<file path="config.mk">
export PLATFORM = sky130hd
export DESIGN_NAME = watchpoint_pool_table
export DESIGN_NICKNAME = d
export VERILOG_FILES = /design/src/hw/rtl/wpt_pkg.sv /design/src/hw/rtl/watchpoint_pool_table.sv
export SDC_FILE = /design/constraint.sdc
export NUM_CORES = 2
export LEC_CHECK = 0
export BUFFER_PORTS_ARGS = -buffer_cell sky130_fd_sc_hd__buf_2
export CORE_MARGIN = 2
export CORE_UTILIZATION = 65
export DETAILED_ROUTE_END_ITERATION = 10
export MAX_ROUTING_LAYER = met4
export PLACE_DENSITY = 0.82
export RECOVER_POWER = 25
export SETUP_SLACK_MARGIN = 0.1
export SKIP_CTS_REPAIR_TIMING = 1
export SLEW_MARGIN = 30
export SYNTH_ARGS = -nofsm -noshare
export SYNTH_HDL_FRONTEND = slang
export SYNTH_SLANG_ARGS = --single-unit
</file>
<file path="constraint.sdc">
create_clock -name clk -period 21.8 [get_ports clk]
set_clock_uncertainty 0.05 [all_clocks]
set_input_delay 1.09 -clock clk [delete_from_list [all_inputs] [get_ports clk]]
set_output_delay 1.09 -clock clk [all_outputs]
set_load 0.05 [all_outputs]
</file>
<file path="src/hw/rtl/wpt_pkg.sv">
package wpt_pkg;

  // operation codes carried on in_func
  typedef enum logic [1:0] {
    OP_ALLOC = 2'd0,
    OP_FREE  = 2'd1,
    OP_CHECK = 2'd2,
    OP_NONE  = 2'd3
  } op_t;

  // result status codes
  typedef enum logic [1:0] {
    ST_OK         = 2'd0,
    ST_POOL_EMPTY = 2'd1,
    ST_NONE_ACT   = 2'd2,
    ST_NOT_ACT    = 2'd3
  } status_t;

  // sequencer states
  typedef enum logic {
    S_IDLE = 1'b0,
    S_EXEC = 1'b1
  } state_t;

  localparam int unsigned DATA_W     = 64;
  localparam int unsigned IDX_PORT_W = 5;

endpackage

</file>
<file path="src/hw/rtl/watchpoint_pool_table.sv">
// Watchpoint pool with a LIFO free list. busy is high in the cycle after start
// is taken, and the result is on the out_ ports in the cycle after that,
// marked by out_valid; start may be high again in that same cycle, so a new
// item can be taken while the last result is presented, but not while busy.
// This follows from the registered reads of the entry and free-list memories:
// the issue cycle issues the read, the execute cycle does the modify and write
// back. The receiver cannot stall; every result is presented exactly once. No
// clearing pass follows reset: entry valid marks and free-list slot marks are
// flip-flops cleared at once, so the block can take an item as soon as reset
// is released.
module watchpoint_pool_table #(
  parameter int unsigned NUM_ENTRIES = 32
) (
  input  logic        clk,
  input  logic        rst_n,
  // command side
  input  logic        start,
  output logic        busy,
  input  logic [1:0]  in_func,
  input  logic [63:0] in_watch_addr,
  input  logic [63:0] in_mem_value,
  input  logic [4:0]  in_watch_index,
  // result side
  output logic        out_valid,
  output logic [1:0]  out_status,
  output logic [4:0]  out_entry_index,
  output logic        out_changed,
  output logic        out_entry_active
);

  localparam int unsigned IDX_W = (NUM_ENTRIES > 1) ? $clog2(NUM_ENTRIES) : 1;
  localparam int unsigned CNT_W = $clog2(NUM_ENTRIES + 1);

  // ---------------------------------------------------------------------
  // storage
  // ---------------------------------------------------------------------
  // entry payload memories, contents undefined until an allocate writes them
  logic [wpt_pkg::DATA_W-1:0] addr_mem [NUM_ENTRIES];
  logic [wpt_pkg::DATA_W-1:0] old_mem  [NUM_ENTRIES];
  // free-list memory, not reset; slot_written_r marks the slots that were pushed
  logic [IDX_W-1:0]           stack_mem [NUM_ENTRIES];

  logic [NUM_ENTRIES-1:0] entry_valid_r;   // entry is allocated
  logic [NUM_ENTRIES-1:0] slot_written_r;  // free-list slot has been pushed
  logic [CNT_W-1:0]       free_count_r;

  // ---------------------------------------------------------------------
  // sequencer and latched command
  // ---------------------------------------------------------------------
  wpt_pkg::state_t state_r, state_nxt;

  wpt_pkg::op_t                func_r;
  logic [wpt_pkg::DATA_W-1:0]  addr_r;
  logic [wpt_pkg::DATA_W-1:0]  mval_r;
  logic [4:0]                  widx_r;
  logic [IDX_W-1:0]            slot_r;     // free-list top slot at issue time

  logic [wpt_pkg::DATA_W-1:0]  old_q;      // registered read of old_mem
  logic [IDX_W-1:0]            stack_q;    // registered read of stack_mem

  logic             accept;
  logic [IDX_W-1:0] top_slot;
  logic [IDX_W-1:0] widx_in_mem;

  assign busy   = (state_r == wpt_pkg::S_EXEC);
  assign accept = start && !busy;

  // top of free list is slot free_count-1; park at slot 0 when empty
  always_comb begin
    if (free_count_r == '0) begin
      top_slot = '0;
    end else begin
      top_slot = IDX_W'(free_count_r - CNT_W'(1));
    end
  end

  assign widx_in_mem = IDX_W'(in_watch_index);

  always_comb begin
    state_nxt = state_r;
    unique case (state_r)
      wpt_pkg::S_IDLE: begin
        if (accept) begin
          state_nxt = wpt_pkg::S_EXEC;
        end
      end
      wpt_pkg::S_EXEC: begin
        state_nxt = wpt_pkg::S_IDLE;
      end
      default: begin
        state_nxt = wpt_pkg::S_IDLE;
      end
    endcase
  end

  always_ff @(posedge clk) begin
    if (!rst_n) begin
      state_r <= wpt_pkg::S_IDLE;
    end else begin
      state_r <= state_nxt;
    end
  end

  // command latch, no reset needed on payload
  always_ff @(posedge clk) begin
    if (accept) begin
      func_r <= wpt_pkg::op_t'(in_func);
      addr_r <= in_watch_addr;
      mval_r <= in_mem_value;
      widx_r <= in_watch_index;
      slot_r <= top_slot;
    end
  end

  // ---------------------------------------------------------------------
  // execute cycle: decode with the read data in hand
  // ---------------------------------------------------------------------
  logic             widx_in_range;
  logic [IDX_W-1:0] widx_e;
  logic [IDX_W-1:0] alloc_entry;
  logic             widx_active;

  assign widx_in_range = (32'(widx_r) < NUM_ENTRIES);
  assign widx_e        = IDX_W'(widx_r);
  assign widx_active   = widx_in_range && entry_valid_r[widx_e];

  // unwritten slot s holds NUM_ENTRIES-1-s
  assign alloc_entry = slot_written_r[slot_r] ? stack_q
                     : IDX_W'(NUM_ENTRIES - 1) - slot_r;

  logic                 do_alloc;
  logic                 do_free;
  wpt_pkg::status_t     status_nxt;
  logic [4:0]           index_nxt;
  logic                 changed_nxt;
  logic                 active_nxt;

  always_comb begin
    do_alloc    = 1'b0;
    do_free     = 1'b0;
    status_nxt  = wpt_pkg::ST_OK;
    index_nxt   = '0;
    changed_nxt = 1'b0;
    active_nxt  = 1'b0;
    case (func_r)
      wpt_pkg::OP_ALLOC: begin
        if (free_count_r == '0) begin
          status_nxt = wpt_pkg::ST_POOL_EMPTY;
        end else begin
          do_alloc   = 1'b1;
          index_nxt  = 5'(alloc_entry);
          active_nxt = 1'b1;
        end
      end
      wpt_pkg::OP_FREE: begin
        index_nxt = widx_r;
        if (32'(free_count_r) >= NUM_ENTRIES) begin
          status_nxt = wpt_pkg::ST_NONE_ACT;
        end else if (!widx_active) begin
          status_nxt = wpt_pkg::ST_NOT_ACT;
        end else begin
          do_free = 1'b1;
        end
      end
      wpt_pkg::OP_CHECK: begin
        index_nxt = widx_r;
        if (widx_active) begin
          active_nxt  = 1'b1;
          changed_nxt = (mval_r != old_q);
        end
      end
      default: begin
        // unused code: all-zero result
      end
    endcase
  end

  // ---------------------------------------------------------------------
  // memories: read at issue, write back in execute
  // ---------------------------------------------------------------------
  always_ff @(posedge clk) begin
    if (accept) begin
      old_q <= old_mem[widx_in_mem];
    end
    if (busy && do_alloc) begin
      old_mem[alloc_entry] <= mval_r;
    end
  end

  always_ff @(posedge clk) begin
    if (busy && do_alloc) begin
      addr_mem[alloc_entry] <= addr_r;
    end
  end

  always_ff @(posedge clk) begin
    if (accept) begin
      stack_q <= stack_mem[top_slot];
    end
    if (busy && do_free) begin
      stack_mem[IDX_W'(free_count_r)] <= widx_e;
    end
  end

  // valid marks, slot marks and free count
  always_ff @(posedge clk) begin
    if (!rst_n) begin
      entry_valid_r  <= '0;
      slot_written_r <= '0;
      free_count_r   <= CNT_W'(NUM_ENTRIES);
    end else if (busy) begin
      if (do_alloc) begin
        entry_valid_r[alloc_entry] <= 1'b1;
        free_count_r               <= free_count_r - CNT_W'(1);
      end
      if (do_free) begin
        entry_valid_r[widx_e]                   <= 1'b0;
        slot_written_r[IDX_W'(free_count_r)]    <= 1'b1;
        free_count_r                            <= free_count_r + CNT_W'(1);
      end
    end
  end

  // ---------------------------------------------------------------------
  // result register: one strobe per item
  // ---------------------------------------------------------------------
  logic       out_valid_r;
  logic [1:0] out_status_r;
  logic [4:0] out_index_r;
  logic       out_changed_r;
  logic       out_active_r;

  always_ff @(posedge clk) begin
    if (!rst_n) begin
      out_valid_r <= 1'b0;
    end else begin
      out_valid_r <= busy;
    end
  end

  always_ff @(posedge clk) begin
    if (busy) begin
      out_status_r  <= status_nxt;
      out_index_r   <= index_nxt;
      out_changed_r <= changed_nxt;
      out_active_r  <= active_nxt;
    end
  end

  assign out_valid        = out_valid_r;
  assign out_status       = out_status_r;
  assign out_entry_index  = out_index_r;
  assign out_changed      = out_changed_r;
  assign out_entry_active = out_active_r;

  // ---------------------------------------------------------------------
  // assertions
  // ---------------------------------------------------------------------
  a_exec_one_cycle: assert property (@(posedge clk) disable iff (!rst_n)
    busy |=> !busy)
    else $error("execute state held longer than one cycle");

  a_result_follows_exec: assert property (@(posedge clk) disable iff (!rst_n)
    busy |=> out_valid)
    else $error("no result after execute cycle");

  a_no_spurious_result: assert property (@(posedge clk) disable iff (!rst_n)
    !busy |=> !out_valid)
    else $error("result without a transfer in execute");

  a_count_bound: assert property (@(posedge clk) disable iff (!rst_n)
    32'(free_count_r) <= NUM_ENTRIES)
    else $error("free count above pool size");

  a_changed_needs_active: assert property (@(posedge clk) disable iff (!rst_n)
    out_valid && out_changed |-> out_entry_active)
    else $error("stop request on an inactive entry");

endmodule
</file>
==> results by group <==
STA
  – Fmax: 168 MHz
  – Tcrit/Tclk final: between 20% and 30%
  – Setup violators final: 0
  – Final hold violation count: 0
  – Fin. max-slew vios: ~240
  – Fin Hold WS: approximately 0.32 ns
  – RSZ-0062 raised after global routing: false
  – Slew HR: -37.5%
  – Tmin final: 5.97 ns
  – Slew @ Worst Pin: 2.06 ns
  – Fin Setup TNS: 0 ns

Pwr
  – Switching part of the total: a little over a fifth
  – Lkg Pwr: 32.6 nW
  – PwrDens: between 90 and 100 nW/um^2
  – P_int: ~0.0076 W
  – Psw: roughly 0.0021 W
  – Clock power frac: around two fifths
  – VDD IR max: ~0.086 mV
  – Register share of total power: between 50% and 60%
  – Gate power share: 5.3%

Synth
  – Top cell type's share of synthesized area: 76.2%
  – Async SR Flop Fraction: 0%
  – Most used flip-flop cell after synthesis: edfxtp_1
  – Cell taking the most area after synthesis: edfxtp_1
  – Number of flops mapped to enable cells by yosys: roughly 2,400
  – Post-synthesis instance area: 93,100 sq um
  – Mapped Cells: just over 4,000
  – Synth warn: 0
  – Flops & latches, synth: roughly 2,400
  – Distinct cells, synth: 71
  – Sequential fraction of the synthesis area: between 70 and 80%
  – Cells taking the most area after synthesis: edfxtp_1, mux4_2, dfxtp_1
  – Syn nets: about 4,300
  – Post-Synthesis Mean Instance Area: approximately 23 sq um

CTS
  – Clock latency on the worst-skew pair: 0.90 ns
  – Max H-tree Level: 4
  – Clock root buffer master: clkbuf_16
  – CTS Buf Count: 223
  – Clk sinks: around 2,400
  – CTS tree: done
  – Max clock buf depth: 3
  – Clock slew at reported path FFs: approximately 0.070 ns

Global routing
  – Vias in the first global route: between 40,000 and 50,000
  – Largest net degree at the start of global routing: approximately 110
  – First-pass GRT wire length: between 300 and 400 mm
  – Initial antenna violation count: 7
  – GRT Total Usage: between 30% and 40%
  – Total gr overflow: 0

Setup path
  – Endpoint class of the critical path: flop
  – CP required: about 22 ns
  – CP Launch Point: slot_r[0]$_DFFE_PP_
  – Crit Path Max Fanout: 32
  – CP Data Arrival Time: approximately 6.4 ns
  – Worst R2R Start: slot_r[0]$_DFFE_PP_
  – CP startpoint kind: flop
  – Critical path type: flop to flop

Die
  – Starting Density: between 60% and 70%
  – Full die area: approximately 150,000 sq um
  – Chip Height: roughly 380 um
  – Core area: 142,000 sq um
  – Top-level port count: 149
  – Num rows: roughly 140
  – Die X: about 380 um

Cells and area
  – Ratio of cells with drive above 1 in the final layout: between 20% and 30%
  – Commonest cells after routing, fill and taps aside: edfxtp_1, mux4_2, clkbuf_16, nand2_1, clkbuf_1
  – Commonest non-fill, non-tap cell in the layout: edfxtp_1
  – Utilization after layout: about three quarters
  – Area Overhead vs Synth: 11.8%
  – Nets@finish: 4,527

Placed design
  – Dpl hpwl: 113 mm
  – Placer congestion estimate: 0.878
  – Number of port buffers: 84

Status
  – Failing checks: capacitance limit, slew limit
  – Status: complete, but fails checks

Worst hold path
  – Hold Crit Class: primary input to flop
  – Min-delay src: in_mem_value[16]

Detailed routing
  – Drt total wl: approximately 260 mm
  – Wire per inst: about 40 um
  – Via Count: approximately 48,000
  – Via density per instance: ~7.5
  – DRT iter0 DRCs: 8,781
  – Pre-antenna DRT Iters: 8
  – Drt drc: 0
  – Final antenna-violating net count: 0

Run
  – Max Cap Violations: 7
## cells in the mapped netlist, drive strengths merged, types with 4 or more instances
master	n
a222oi	5
nand3	46
o32a	4
nand4	10
or3	6
nor2b	14
o22ai	8
nand3b	8
nand2	172
and2	21
o21a	39
or3b	5
nor4	12
mux2	68
a211oi	14
edfxtp	2362
o221a	22
xnor2	36
nor2	95
a22oi	5
a21oi	27
a31oi	23
buf	69
nor3b	5
mux4	644
clkbuf	141
inv	15
nor3	14
ha	8
dfxtp	72
o21ai	11
xor2	32
a311oi	10
or2	5
nand2b	6
mux2i	30
and3	13
## metal layers
metal | vias to the layer above | global-route usage (%) | share of wire [%] | routed length, um
li1 | 17911 | - | - | -
met1 | 25084 | 47.0 | 33 | 83800
met2 | 4566 | 57.0 | 50 | 129000
met3 | 856 | 6.98 | 12 | 30900
met4 | 0 | 14.1 | 5.0 | 12800
met5 | - | - | 0 | 0
## through the flow
step / total power [W] / setup slack [ns] / cell area (sq um) / instances
after global routing: 0.00988 / 15.75 / 104000 / 6459
after global placement: 0.00577 / 15.98 / 96300 / 6000
after floorplan: 0.00563 / 13.70 / 93100 / 4116
after CTS: 0.00968 / 15.97 / 104000 / 6410
final: 0.00969 / 15.83 / 104000 / 6460
after detailed placement: 0.00579 / 16.04 / 96400 / 6002
## final timing paths
path	cells after the start	endpoint	slack, ns
max	10	old_mem[6][9]$_DFFE_PP_	15.83
min	1	mval_r[16]$_DFFE_PP_	0.32
max reg2reg	10	old_mem[6][9]$_DFFE_PP_	15.83
min reg2reg	2	entry_valid_r[31]$_SDFFE_PN0P_	0.41
## logic make-up after synthesis
family / share of synthesized area (%)
AOI/OAI and AO/OA: 1.66
and+or+nand+nor: 2.22
DFF: 77.7
muxes: 16.7
xor gates and xnor gates: 0.639
buffers and inverters: 0.946
adders and majority gates: 0.107
## power groups by stage
stage / logic, W / clock network, W / registers [W]
6_report: 0.000515 / 0.00397 / 0.00521
5_1_grt: 0.000537 / 0.00413 / 0.00521
4_1_cts: 0.000476 / 0.00397 / 0.00523
3_5_place_dp: 0.000462 / 0 / 0.00533
3_3_place_gp: 0.000449 / 0 / 0.00532
2_1_floorplan: 0.000302 / 0 / 0.00533
## area by class of cell
cell class,count,area [sq um]
Tap cell,1890,2360
Timing Repair Buffer,250,1890
Clock buffer,264,5830
Inverter,17,63.8
Clock inverter,144,1420
Sequential cell,2434,72400
Fill cell,7297,37800
Multi-Input combinational cell,1455,20100
Antenna cell,6,15.0
## critical path, stage by stage (launching register included)
cell,delay (ns)
edfxtp_1,0.71
buf_8,0.24
mux4_1,0.58
a2bb2oi_1,0.18
a211oi_1,0.32
a2111o_1,0.61
mux2i_1,0.20
nand2b_1,0.66
nor2_4,0.60
buf_4,0.60
buf_4,0.75
## sequential cells by signal (all words and copies together) (netlist names), 2 cells and up
register / flops
free_count_r: 6
widx_e: 5
slot_r: 5
func_r: 2
out_status: 2
stack_q: 5
stack_mem: 160
out_entry_index: 5
old_q: 64
old_mem: 2048
entry_valid_r: 32
mval_r: 64
slot_written_r: 32
Power figures use the tool's default switching activity.
